===== config.mk =====
export PLATFORM = sky130hd
export DESIGN_NAME = sabs_seq
export DESIGN_NICKNAME = d
export VERILOG_FILES = /design/src/design/sabs_pkg.sv /design/src/design/sabs_seq.sv
export SDC_FILE = /design/constraint.sdc
export NUM_CORES = 1
export LEC_CHECK = 0
export BUFFER_PORTS_ARGS = -buffer_cell sky130_fd_sc_hd__buf_2
export CORE_MARGIN = 8
export CORE_UTILIZATION = 35
export DETAILED_ROUTE_END_ITERATION = 6
export GPL_ROUTABILITY_DRIVEN = 0
export GPL_TIMING_DRIVEN = 0
export PLACE_DENSITY = 0.59
export SLEW_MARGIN = 10
export SYNTH_ARGS = -nofsm -noshare
export SYNTH_HDL_FRONTEND = slang
export SYNTH_SLANG_ARGS = --single-unit

===== constraint.sdc =====
create_clock -name clk -period 6.73 [get_ports clk]
set_clock_uncertainty 0.1 [all_clocks]
set_input_delay 0.673 -clock clk [delete_from_list [all_inputs] [get_ports clk]]
set_output_delay 0.673 -clock clk [all_outputs]
set_load 0.05 [all_outputs]

===== src/design/sabs_pkg.sv =====
// Shared constants, codes and types of the sorted array binary search block.
`timescale 1ns / 1ps
package sabs_pkg;

	localparam int DEPTH  = 1024;
	localparam int ADDR_W = $clog2(DEPTH);
	localparam int LO_W   = $clog2(DEPTH + 1);
	localparam int BND_W  = LO_W + 1;
	localparam int CNT_W  = 11;
	localparam int VAL_W  = 32;
	localparam int PRB_W  = 4;
	localparam logic [PRB_W-1:0] PRB_MAX = '1;

	localparam int IN_FLD_W    = ADDR_W + 2 * VAL_W;
	localparam int IN_TDATA_W  = ((IN_FLD_W + 7) / 8) * 8;
	localparam int OUT_FLD_W   = 1 + ADDR_W + PRB_W;
	localparam int OUT_TDATA_W = ((OUT_FLD_W + 7) / 8) * 8;

	localparam logic ACT_LOAD   = 1'b0;
	localparam logic ACT_SEARCH = 1'b1;

	typedef struct packed {
		logic              found;
		logic [ADDR_W-1:0] position;
		logic [PRB_W-1:0]  probe_count;
	} sabs_result_t;

endpackage


===== src/design/sabs_seq.sv =====
// Search sequencer with the shared midpoint, bound update and compare unit.
`timescale 1ns / 1ps
module sabs_seq
	import sabs_pkg::*;
(
	input  logic              clk,
	input  logic              arst_n,
	input  logic              cfg_wr_en,
	input  logic [CNT_W-1:0]  cfg_wr_data,
	input  logic              start,
	input  logic [VAL_W-1:0]  target,
	input  logic              out_free,
	input  logic [VAL_W-1:0]  rd_data,
	output logic              rd_en,
	output logic [ADDR_W-1:0] rd_addr,
	output logic              idle,
	output logic              done,
	output sabs_result_t      result
);

	typedef enum logic [1:0] {
		ST_IDLE,
		ST_CHECK,
		ST_CMP,
		ST_FIN
	} state_t;

	state_t                   state_q;
	logic [CNT_W-1:0]         element_count_q;
	logic [VAL_W-1:0]         target_q;
	logic [LO_W-1:0]          lo_q;
	logic signed [BND_W-1:0]  hi_q;
	logic [ADDR_W-1:0]        mid_q;
	logic [PRB_W-1:0]         probes_q;
	logic                     found_q;
	logic [ADDR_W-1:0]        pos_q;
	logic                     done_q;

	logic [BND_W-1:0]         count_sat;
	logic [BND_W-1:0]         mid_sum;
	logic [ADDR_W-1:0]        mid;
	logic                     in_range;
	logic                     val_eq;
	logic                     val_lt;

	assign count_sat = (32'(element_count_q) > 32'(DEPTH)) ? BND_W'(DEPTH)
		: BND_W'(element_count_q);
	assign in_range  = $signed({1'b0, lo_q}) <= hi_q;
	assign mid_sum   = BND_W'(lo_q) + BND_W'(hi_q);
	assign mid       = ADDR_W'(mid_sum >> 1);
	assign val_eq    = rd_data == target_q;
	assign val_lt    = $signed(rd_data) < $signed(target_q);

	assign rd_en   = (state_q == ST_CHECK) && in_range;
	assign rd_addr = mid;
	assign idle    = state_q == ST_IDLE;
	assign done    = done_q;
	assign result  = '{found: found_q, position: pos_q, probe_count: probes_q};

	always_ff @(posedge clk or negedge arst_n) begin
		if (!arst_n) begin
			element_count_q <= '0;
		end else if (cfg_wr_en) begin
			element_count_q <= cfg_wr_data;
		end
	end

	always_ff @(posedge clk or negedge arst_n) begin
		if (!arst_n) begin
			state_q  <= ST_IDLE;
			done_q   <= 1'b0;
			lo_q     <= '0;
			hi_q     <= '0;
			mid_q    <= '0;
			probes_q <= '0;
			found_q  <= 1'b0;
			pos_q    <= '0;
			target_q <= '0;
		end else begin
			done_q <= 1'b0;
			unique case (state_q)
				ST_IDLE: begin
					if (start) begin
						target_q <= target;
						lo_q     <= '0;
						hi_q     <= $signed(count_sat) - BND_W'(1);
						probes_q <= '0;
						found_q  <= 1'b0;
						pos_q    <= '0;
						state_q  <= ST_CHECK;
					end
				end
				ST_CHECK: begin
					if (in_range) begin
						mid_q   <= mid;
						state_q <= ST_CMP;
					end else begin
						state_q <= ST_FIN;
					end
				end
				ST_CMP: begin
					if (probes_q != PRB_MAX) begin
						probes_q <= probes_q + PRB_W'(1);
					end
					if (val_eq) begin
						found_q <= 1'b1;
						pos_q   <= mid_q;
						state_q <= ST_FIN;
					end else begin
						if (val_lt) begin
							lo_q <= LO_W'(mid_q) + LO_W'(1);
						end else begin
							hi_q <= $signed(BND_W'(mid_q)) - BND_W'(1);
						end
						state_q <= ST_CHECK;
					end
				end
				ST_FIN: begin
					if (out_free) begin
						done_q  <= 1'b1;
						state_q <= ST_IDLE;
					end
				end
				default: begin
					state_q <= ST_IDLE;
				end
			endcase
		end
	end

endmodule


==> qor.txt, run 1 <==
Synth Area in XOR/XNOR = 4.00%
Core region area = 16600 sq um
Cell accounting for the most synthesized area = sky130_fd_sc_hd__dfrtp_1
DPL Wire Length = 11400 microns
Main area contributors after synthesis = sky130_fd_sc_hd__dfrtp_1 (40%), sky130_fd_sc_hd__ha_1 (12%), sky130_fd_sc_hd__nand2_1 (5.7%), sky130_fd_sc_hd__o21ai_0 (4.2%), sky130_fd_sc_hd__mux2_2 (4.2%)
Power per cell area = 463 nW/um^2
Layout cells sized above 1 = 24.9%
Crit path capture type = output port
Path class of the lowest-slack min-delay path = input pin to async pin
Mux share of post-synthesis cell area = 8.84%
Floorplan die area = 21300 sq um
Total number of H-tree levels = 3
Initial DRT Pass Iterations = 6
Most common cell in the netlist = sky130_fd_sc_hd__dfrtp_1
Status = completed
Total vias in the final route = 4634
Setup repair after global routing missed its margin = no
Max-slew headroom = 59.7%
Time the worst path needs with I/O delays and setup = 3.64 ns
Area share of the largest cell type after synthesis = 39.7%
Max-slew violations = 0
Cell Area, Placed = 6760 sq um
Crit Path Max Fanout = 3
Number of cell instances on the worst register-to-register path = 11
Pin count of the biggest net entering global routing = 61
Port Buf Inserts = 107
Number of design-rule violations left by the first detailed-router iteration = 293
Number of hold-repair buffers added at the cts stage = 0
Flip-flop and latch count after synthesis = 94
Largest family of logic cells by synthesized area = simple AND/OR/NAND/NOR gates
Setup Slack @ Placement = 3.46 ns
Share of synthesized flip-flops with an asynchronous set or reset = 100%
Data required time of the critical path = 5.96 ns
Number of antenna-violating nets in the routed design = 0
Most used flip-flop cell after synthesis = sky130_fd_sc_hd__dfrtp_1
Most common library cells after synthesis = sky130_fd_sc_hd__dfrtp_1 (94), sky130_fd_sc_hd__nand2_1 (90), sky130_fd_sc_hd__inv_1 (60)
Cell-internal power = 1760 uW
Switching part of the total power = 46.4%
Number of distinct library cell variants in the gate-level netlist after synthesis = 61
Final cell count without fillers = 971
GRT Overall Usage = 14.3%
Wire length of the first global-routing pass = 24600 microns
Maximum achievable frequency = 275 MHz
Standby leakage power = 0.00342 uW
Area Growth Syn to Fin = 19.6%
Post-Syn Nets = 764
Post-Syn Instances = 626
Mean instance size in the synthesized netlist = 9.45 sq um
Peak supply drop = 0.178 mV
Sw Pwr = 1520 uW
Gate power share = 56.3%
Detail-routed net length per standard cell = 15.3 microns
Number of buffers created by CTS = 9
Arrival time of the worst setup path = 2.87 ns
Final cycle utilization of the critical path = 54.1%
Die height = 146 microns
Slew at the pin with the worst max-slew slack = 0.605 ns
Clock Latency Late Sink = 0.35 ns
Post-detailed-route via-to-cell ratio = 4.77
Crit path kind = register to output port
Post-CTS setup buffers = 0
Total gr overflow = 0
Number of antenna violations at the first check in global routing = 1
Cell row count = 47
Simple-gate share of the synthesized area = 16.3%
Max cap viols = 0
Post-cts repair resize count = 0
Startpoint type of the worst setup path = register
Count of final setup violators = 0
Cell count after placement = 954
Number of primary I/O pins = 108
Share of power burned in registers = 27.0%
Final Util = 42.7%
Worst-path clk slew = 0.07 ns
Synth Area in Compound Gates = 12.3%
Area of the mapped netlist = 5920 sq um
Via count of the first global-routing pass = 4815
Final critical-path setup slack = 3.09 ns
Arithmetic-cell share of the synthesized area counting full adders, half adders and majority gates = 12.4%
Register area share after synthesis = 39.7%
Root cell of the clock tree = sky130_fd_sc_hd__clkbuf_16
CTS tree = yes
DRC = 0
Initial standard-cell utilization of the core = 35.7%
EDFF count, synth = 0
Proportion of power drawn by the clock network = 16.8%
Net count of the finished layout = 883
Number of sinks handled by clock tree synthesis = 94
Clock Tree Buf Depth = 2
Final setup TNS = 0 ns
Synth warnings = 0
Fin. Hold Viols = 0
Sum of routed wire length over all layers = 14800 microns
Chip Width = 146 microns
Post-route cell area = 7080 sq um
[sequential cells by signal, indices dropped and copies added, names as in the netlist, 2 cells and up]
name             cells
element_count_q     11
hi_q                12
lo_q                11
mid_q               10
pos_q               10
probes_q             4
state_q              2
target_q            32
[layout by cell type, fill, tap and decap left out, drive strengths merged, types with 3 or more instances in the layout]
cell type / instances
buf: 117
mux2i: 11
clkinv: 3
nand2: 90
a221oi: 3
mux2: 33
nor3: 16
xor2: 13
inv: 61
and3: 3
xnor2: 14
nor2: 33
nor2b: 3
nand2b: 4
clkbuf: 28
nor4: 5
nand4: 8
a21oi: 38
dfrtp: 94
o21ai: 54
ha: 57
o21a: 5
nand3: 21
[cell type report]
type,count,area (sq um)
Fill cell,1704,9510
Clock inverter,6,86.3
Timing Repair Buffer,108,566
Multi-Input combinational cell,444,3180
Buffer,27,154
Tap cell,220,275
Antenna cell,1,2.50
Sequential cell,94,2350
Clock buffer,10,229
Inverter,61,229
[layer usage]
metal | vias to the layer above | part of all wire (%) | wire length [microns] | track usage (%)
met4 | 0 | 1.2 | 175 | 4.95
li1 | 2369 | - | - | -
met3 | 10 | 3.2 | 479 | 2.47
met2 | 93 | 46 | 6890 | 23.2
met1 | 2162 | 49 | 7280 | 18.8
met5 | - | 0 | 0 | 0
[power by group through the flow]
| stage | sequential (uW) | clock, uW | combinational (uW) |
|---|---|---|---|
| after floorplan | 897 | 0 | 1390 |
| after global placement | 890 | 0 | 1840 |
| after detailed placement | 894 | 0 | 1860 |
| after CTS | 885 | 566 | 1870 |
| after global routing | 910 | 589 | 2040 |
| final | 884 | 550 | 1840 |
[final timing paths]
| check | startpoint | to | slack [ns] |
|---|---|---|---|
| max in group asynchronous | arst_n | hi_q[0] | 5.67 |
| setup / recovery | lo_q[0] | rd_addr[9] | 3.09 |
| hold reg to reg | found_q | found_q | 0.37 |
| hold / removal | arst_n | target_q[19] | 0.17 |
| setup reg to reg | target_q[19] | hi_q[11] | 4.03 |
| min in group clk | found_q | found_q | 0.37 |
[through the flow]
step / hold WS, ns / power (uW)
3_3_place_gp: 0.361 / 2730
4_1_cts: 0.190 / 3320
2_1_floorplan: 0.277 / 2290
6_report: 0.174 / 3280
3_5_place_dp: 0.366 / 2750
5_1_grt: 0.203 / 3540
[worst max-delay path, cell delays in order (launching register included)]
cell,delay [ns]
sky130_fd_sc_hd__dfrtp_1,0.41
sky130_fd_sc_hd__ha_1,0.20
sky130_fd_sc_hd__inv_1,0.08
sky130_fd_sc_hd__fa_1,0.22
sky130_fd_sc_hd__o21ba_1,0.15
sky130_fd_sc_hd__o211ai_1,0.09
sky130_fd_sc_hd__a21oi_1,0.23
sky130_fd_sc_hd__o21bai_1,0.11
sky130_fd_sc_hd__a21o_1,0.22
sky130_fd_sc_hd__a221o_1,0.31
sky130_fd_sc_hd__xnor2_1,0.19
sky130_fd_sc_hd__buf_2,0.30
[cells by family (layout without fill, tap and decap cells)]
logic type / after synthesis / count (layout)
and+or+nand+nor: 195 / 195
AOI/OAI and AO/OA: 120 / 120
DFF: 94 / 94
buffers and inverters: 88 / 212
adders and majority gates: 58 / 58
muxes: 44 / 44
xor gates and xnor gates: 27 / 27
other: 0 / 1
Note: power is estimated with default switching activity, not from simulation.
==> inputs of run 2 (changes only) <==
Settings changed: PLACE_DENSITY 0.59 to 0.61.
Clock period 6.73 ns to 3.1 ns, I/O delays scaled along.
==> run 2 against run 1 <==
Compared with the run above:
- the run now ends with negative setup slack left
- global-route usage is essentially flat
- critical path depth is the same
- via count grew 1.6%
- register-to-register slack lost 3.7 ns
- core utilization grew 0.91 points
- clock-buffer cell count shrank 1
==> qor.txt, run 2 (synthesis gave the netlist of run 1 again) <==
Status = finished with violations
Violated checks = negative setup slack
Setup repair after global routing missed its margin = yes
Critical path's slowest cell = sky130_fd_sc_hd__dfrtp_1
Pin count of the biggest net entering global routing = 50
Peak per-stage delay on the critical path = 0.41 ns
Number of buffers created by CTS = 9
Final setup TNS = -0.0465 ns
Slew at the pin with the worst max-slew slack = 0.653 ns
Number of flip-flops under the largest register name = 32
Path class of the lowest-slack min-delay path = input pin to register
Max-slew violations = 0
Total power draw = 7410 uW
Cell row count = 47
Final Util = 43.6%
Port Buf Inserts = 107
Fin. Hold Viols = 0
Setup slack of the worst register-to-register path = 0.35 ns
Net count of the finished layout = 893
Via count of the first global-routing pass = 4896
Top reg by flops = target_q
Startpoint type of the worst setup path = register
Number of sinks handled by clock tree synthesis = 94
Core region area = 16600 sq um
Number of design-rule violations left by the first detailed-router iteration = 240
Post-detailed-route via-to-cell ratio = 4.81
Number of antenna violations at the first check in global routing = 0
Most common cell after layout, fill and taps aside = sky130_fd_sc_hd__buf_2
Arrival time of the worst setup path = 2.74 ns
Crit path capture type = output port
Layout cells sized above 1 = 26.7%
Fillcell total = 1659
Time the worst path needs with I/O delays and setup = 3.15 ns
Number of primary I/O pins = 108
Sum of routed wire length over all layers = 14800 microns
Critical R2R Launch = lo_q[0]
Cell Area, Placed = 6770 sq um
Number of cell instances on the worst register-to-register path = 12
Ordered list of cells on the worst path = ha_1 -> inv_2 -> fa_2 -> o21ba_1 -> o211ai_1 -> a21oi_2 -> o21bai_1 -> a21o_1 -> a221o_1 -> xnor2_2 -> buf_6
Die height = 146 microns
Max-slew headroom = 56.4%
Wire length of the first global-routing pass = 24500 microns
Crit path kind = register to output port
Capturing point of the worst reg2reg path = mid_q[9]
Initial DRT Pass Iterations = 4
Area Growth Syn to Fin = 22.1%
DRC = 0
Total gr overflow = 0
Floorplan die area = 21300 sq um
Number of cells traversed by the worst hold path = 3
Chip Width = 146 microns
Number of antenna-violating nets in the routed design = 0
Total number of H-tree levels = 3
GRT Overall Usage = 14.2%
Count of final setup violators = 1
CTS tree = yes
Crit Path Max Fanout = 3
Power per cell area = 1030 nW/um^2
Standby leakage power = 0.00350 uW
Worst-path clk slew = 0.07 ns
Root cell of the clock tree = sky130_fd_sc_hd__clkbuf_16
Initial standard-cell utilization of the core = 35.7%
Critical Path End = rd_addr[9]
Most used cells in the layout excluding fill and tap cells = sky130_fd_sc_hd__buf_2 (102), sky130_fd_sc_hd__dfrtp_1 (94), sky130_fd_sc_hd__nand2_1 (90), sky130_fd_sc_hd__inv_1 (59), sky130_fd_sc_hd__ha_1 (57)
Data required time of the critical path = 2.69 ns
Final cycle utilization of the critical path = 102%
Total vias in the final route = 4706
Post-route cell area = 7230 sq um
Max cap viols = 0
Detail-routed net length per standard cell = 15.1 microns
Critical path startpoint = lo_q[0]
Clock Tree Buf Depth = 2
Regs by FF count = target_q: 32 flops, hi_q: 12 flops
DPL Wire Length = 11500 microns
# diodes = 0
Maximum achievable frequency = 318 MHz
Final critical-path setup slack = -0.0465 ns
Clock Latency Late Sink = 0.35 ns
Peak supply drop = 0.401 mV
run 2: timing repair:
item,4_1_cts,5_1_grt
hold buffers,1,0
endpoints found under the hold margin,45,0
pin swaps,0,4
setup buffers,0,9
setup endpoints to repair,4,5
resized for setup,7,9
run 2: stage by stage:
| step | hold WS [ns] | instances | setup WS [ns] |
|---|---|---|---|
| floorplan | -0.0856 | 626 | 0.281 |
| global placement | 0.362 | 953 | 0.215 |
| CTS | 0.0444 | 970 | -0.0616 |
| detailed placement | 0.280 | 954 | 0.211 |
| global route | 0.0701 | 979 | -0.211 |
| finish | 0.0558 | 979 | -0.0465 |
run 2: worst min path at each step:
stage	slack, ns	endpoint	startpoint
finish	0.06	target_q[13]	target[13]
detailed placement	0.28	target_q[19]	arst_n
global route	0.07	target_q[21]	target[21]
CTS	0.04	target_q[13]	target[13]
global placement	0.36	found_q	found_q
floorplan	-0.09	done	arst_n
run 2: report_power, final:
| group | internal (uW) | switching [uW] | total, uW |
|---|---|---|---|
| logic | 1620 | 2590 | 4210 |
| registers | 1660 | 261 | 1920 |
| clock network | 784 | 490 | 1270 |
run 2: layout make-up:
cell class / instances / area, sq um / area share (%)
tap: 220 / 275 / 3.81
clock inverter: 6 / 111 / 1.54
buffer: 27 / 160 / 2.22
clock buffer: 9 / 225 / 3.12
multi-input combinational: 444 / 3210 / 44.5
inverter: 61 / 229 / 3.17
sequential: 94 / 2350 / 32.5
timing repair buffer: 118 / 661 / 9.14
run 2: metal layers:
layer  wire length [microns]  share of wire (%)  vias up  GRT usage [%]
met5                       0                  0        -              0
met4                     233                1.6        0           5.26
met3                     568                3.9       15           2.60
met2                    6700                 45       78           22.8
met1                    7250                 49     2224           18.8
li1                        -                  -     2389              -
run 2: critical path, delay by kind of cell, from the launching register on:
family | cells | cell delay (ns)
adder cells (fa/ha/maj) | 2 | 0.44
flip-flops | 1 | 0.41
AO/OA/AOI/OAI | 6 | 1.07
buffers and inverters | 2 | 0.26
XOR/XNOR | 1 | 0.20
==> inputs of run 3 (changes only) <==
Settings changed: CELL_PAD_IN_SITES_DETAIL_PLACEMENT set to 1, CELL_PAD_IN_SITES_GLOBAL_PLACEMENT set to 1, PLACE_DENSITY 0.61 to 0.75.
==> run 3 against run 2 <==
Compared with the run above:
- largest cell class unchanged
- cell count grew 0.51%
- hold slack worse by 0.0017 ns
- global-route usage increased by 1.9 points
- the flow still finishes with violations (negative setup slack)
- core utilization barely moved
- clock-buffer cell count increased by 1
- critical path depth unchanged
==> qor.txt, run 3 (synthesis gave the netlist of run 1 again) <==
Violated checks = negative setup slack
Critical path's slowest cell = sky130_fd_sc_hd__dfrtp_1
Post-route cell area = 7220 sq um
Peak supply drop = 0.556 mV
CTS tree = yes
Root cell of the clock tree = sky130_fd_sc_hd__clkbuf_16
Area Growth Syn to Fin = 22.1%
Worst-path clk slew = 0.07 ns
Critical Path End = rd_addr[9]
Max-slew headroom = 59.0%
Initial DRT Pass Iterations = 4
Number of antenna violations at the first check in global routing = 0
Critical path depth in cells = 11
Floorplan die area = 21300 sq um
Time the worst path needs with I/O delays and setup = 3.14 ns
Clock Tree Buf Depth = 2
Critical R2R Launch = target_q[31]
Post-detailed-route via-to-cell ratio = 4.99
Peak per-stage delay on the critical path = 0.40 ns
Total power draw = 7430 uW
Number of cell instances on the worst register-to-register path = 12
Regs by FF count = target_q: 32 flops, hi_q: 12 flops
Fin. Hold Viols = 0
Startpoint type of the worst setup path = register
Clock Latency Late Sink = 0.35 ns
GRT Overall Usage = 16.1%
# diodes = 0
Final cycle utilization of the critical path = 101%
Ordered list of cells on the worst path = ha_2 -> inv_2 -> fa_2 -> o21ba_4 -> o211ai_1 -> a21oi_2 -> o21bai_1 -> a21o_1 -> a221o_1 -> xnor2_2 -> buf_6
Crit path capture type = output port
Crit Path Max Fanout = 2
Number of design-rule violations left by the first detailed-router iteration = 179
Total gr overflow = 0
Via count of the first global-routing pass = 5407
Crit path kind = register to output port
Core region area = 16600 sq um
Pin count of the biggest net entering global routing = 54
Number of primary I/O pins = 108
Path class of the lowest-slack min-delay path = input pin to register
Number of sinks handled by clock tree synthesis = 94
Total number of H-tree levels = 3
Arrival time of the worst setup path = 2.73 ns
Wire length of the first global-routing pass = 28100 microns
Max cap viols = 0
Maximum achievable frequency = 319 MHz
Sum of routed wire length over all layers = 16700 microns
Initial standard-cell utilization of the core = 35.7%
Port Buf Inserts = 107
Chip Width = 146 microns
Layout cells sized above 1 = 27.6%
Power per cell area = 1030 nW/um^2
Kind of cell with the highest combined delay on the critical path = compound AO/OA/AOI/OAI gates
Count of final setup violators = 1
Setup repair after global routing missed its margin = yes
Die height = 146 microns
Cell row count = 47
DPL Wire Length = 12900 microns
Net count of the finished layout = 897
Number of antenna-violating nets in the routed design = 0
Critical path startpoint = hi_q[0]
Final critical-path setup slack = -0.0382 ns
Total vias in the final route = 4911
Number of cells traversed by the worst hold path = 3
DRC = 0
Standby leakage power = 0.00350 uW
Capturing point of the worst reg2reg path = lo_q[7]
Number of flip-flops under the largest register name = 32
Detail-routed net length per standard cell = 17.0 microns
Data required time of the critical path = 2.69 ns
Combined buffer and inverter count along the critical path = 2
Cell Area, Placed = 6770 sq um
Most used cells in the layout excluding fill and tap cells = sky130_fd_sc_hd__buf_2 (102), sky130_fd_sc_hd__dfrtp_1 (94), sky130_fd_sc_hd__nand2_1 (90), sky130_fd_sc_hd__inv_1 (59), sky130_fd_sc_hd__ha_1 (56)
Slew at the pin with the worst max-slew slack = 0.616 ns
Setup slack of the worst register-to-register path = 0.34 ns
Max-slew violations = 0
Number of buffers created by CTS = 9
Top reg by flops = target_q
Final setup TNS = -0.0382 ns
Most common cell after layout, fill and taps aside = sky130_fd_sc_hd__buf_2
Status = finished with violations
## run 3: cell count changes in the layout (fill, tap and decap cells not counted), sizes merged
cell and delta:
buf +4, clkinv +1, inv +2, clkbuf +1, bufinv -3
## run 3: area by class of cell
cell class | count | area (sq um)
repair buffers | 122 | 694
multi-input cells | 444 | 3230
plain buffers | 27 | 160
clock buffers | 10 | 239
flip-flops and latches | 94 | 2350
clock inverters | 6 | 43.8
well taps | 220 | 275
inverters | 61 | 229
fillers | 1984 | 9360
## run 3: worst register-to-register path: stages, from the launching register on
cell and delay, ns:
sky130_fd_sc_hd__dfrtp_1 0.33, sky130_fd_sc_hd__inv_1 0.05, sky130_fd_sc_hd__ha_1 0.45, sky130_fd_sc_hd__nand4_4 0.16
sky130_fd_sc_hd__nor3_4 0.20, sky130_fd_sc_hd__inv_2 0.08, sky130_fd_sc_hd__nor2_4 0.15, sky130_fd_sc_hd__and3_1 0.20
sky130_fd_sc_hd__buf_6 0.15, sky130_fd_sc_hd__nor3_2 0.06, sky130_fd_sc_hd__a21oi_2 0.19, sky130_fd_sc_hd__buf_6 0.21
sky130_fd_sc_hd__mux2_4 0.32
## run 3: how the worst min path moves through the flow
stage	start	to	slack, ns
after floorplan	arst_n	done	-0.09
after global placement	found_q	found_q	0.36
after detailed placement	arst_n	target_q[19]	0.25
after CTS	target[23]	target_q[23]	0.05
after global routing	target[1]	target_q[1]	0.08
final	target[23]	target_q[23]	0.05
## run 3: through the flow
| step | hold WS (ns) | setup slack [ns] | instances | utilization [%] |
|---|---|---|---|---|
| after global routing | 0.0766 | -0.153 | 984 | 43.6 |
| final | 0.0541 | -0.0382 | 984 | 43.6 |
| after CTS | 0.0473 | -0.0299 | 974 | 42.9 |
| after floorplan | -0.0856 | 0.281 | 626 | - |
| after detailed placement | 0.255 | 0.203 | 954 | 40.8 |
| after global placement | 0.361 | 0.229 | 953 | 40.6 |
## run 3: what timing repair did
| item | 4_1_cts | 5_1_grt |
|---|---|---|
| gates resized for setup | 8 | 11 |
| buffers inserted | 3 | 10 |
| pin swaps | 1 | 6 |
| setup endpoints to repair | 5 | 5 |
| endpoints found under the hold margin | 41 | 0 |
| cloned | 0 | 0 |
| hold buffers | 1 | 0 |
## run 3: where the power goes
group	total [uW]	internal (uW)	switching, uW
logic	4400	1690	2710
registers	1940	1660	273
clock network	1090	571	523
total	7430	3920	3510
## run 3: metal layers
metal / global-route usage, % / vias up / routed length [microns]
met4: 5.26 / 0 / 280
met1: 20.9 / 2425 / 7880
met2: 26.8 / 71 / 8050
met3: 2.90 / 18 / 537
met5: 0 / - / 0
li1: - / 2397 / -
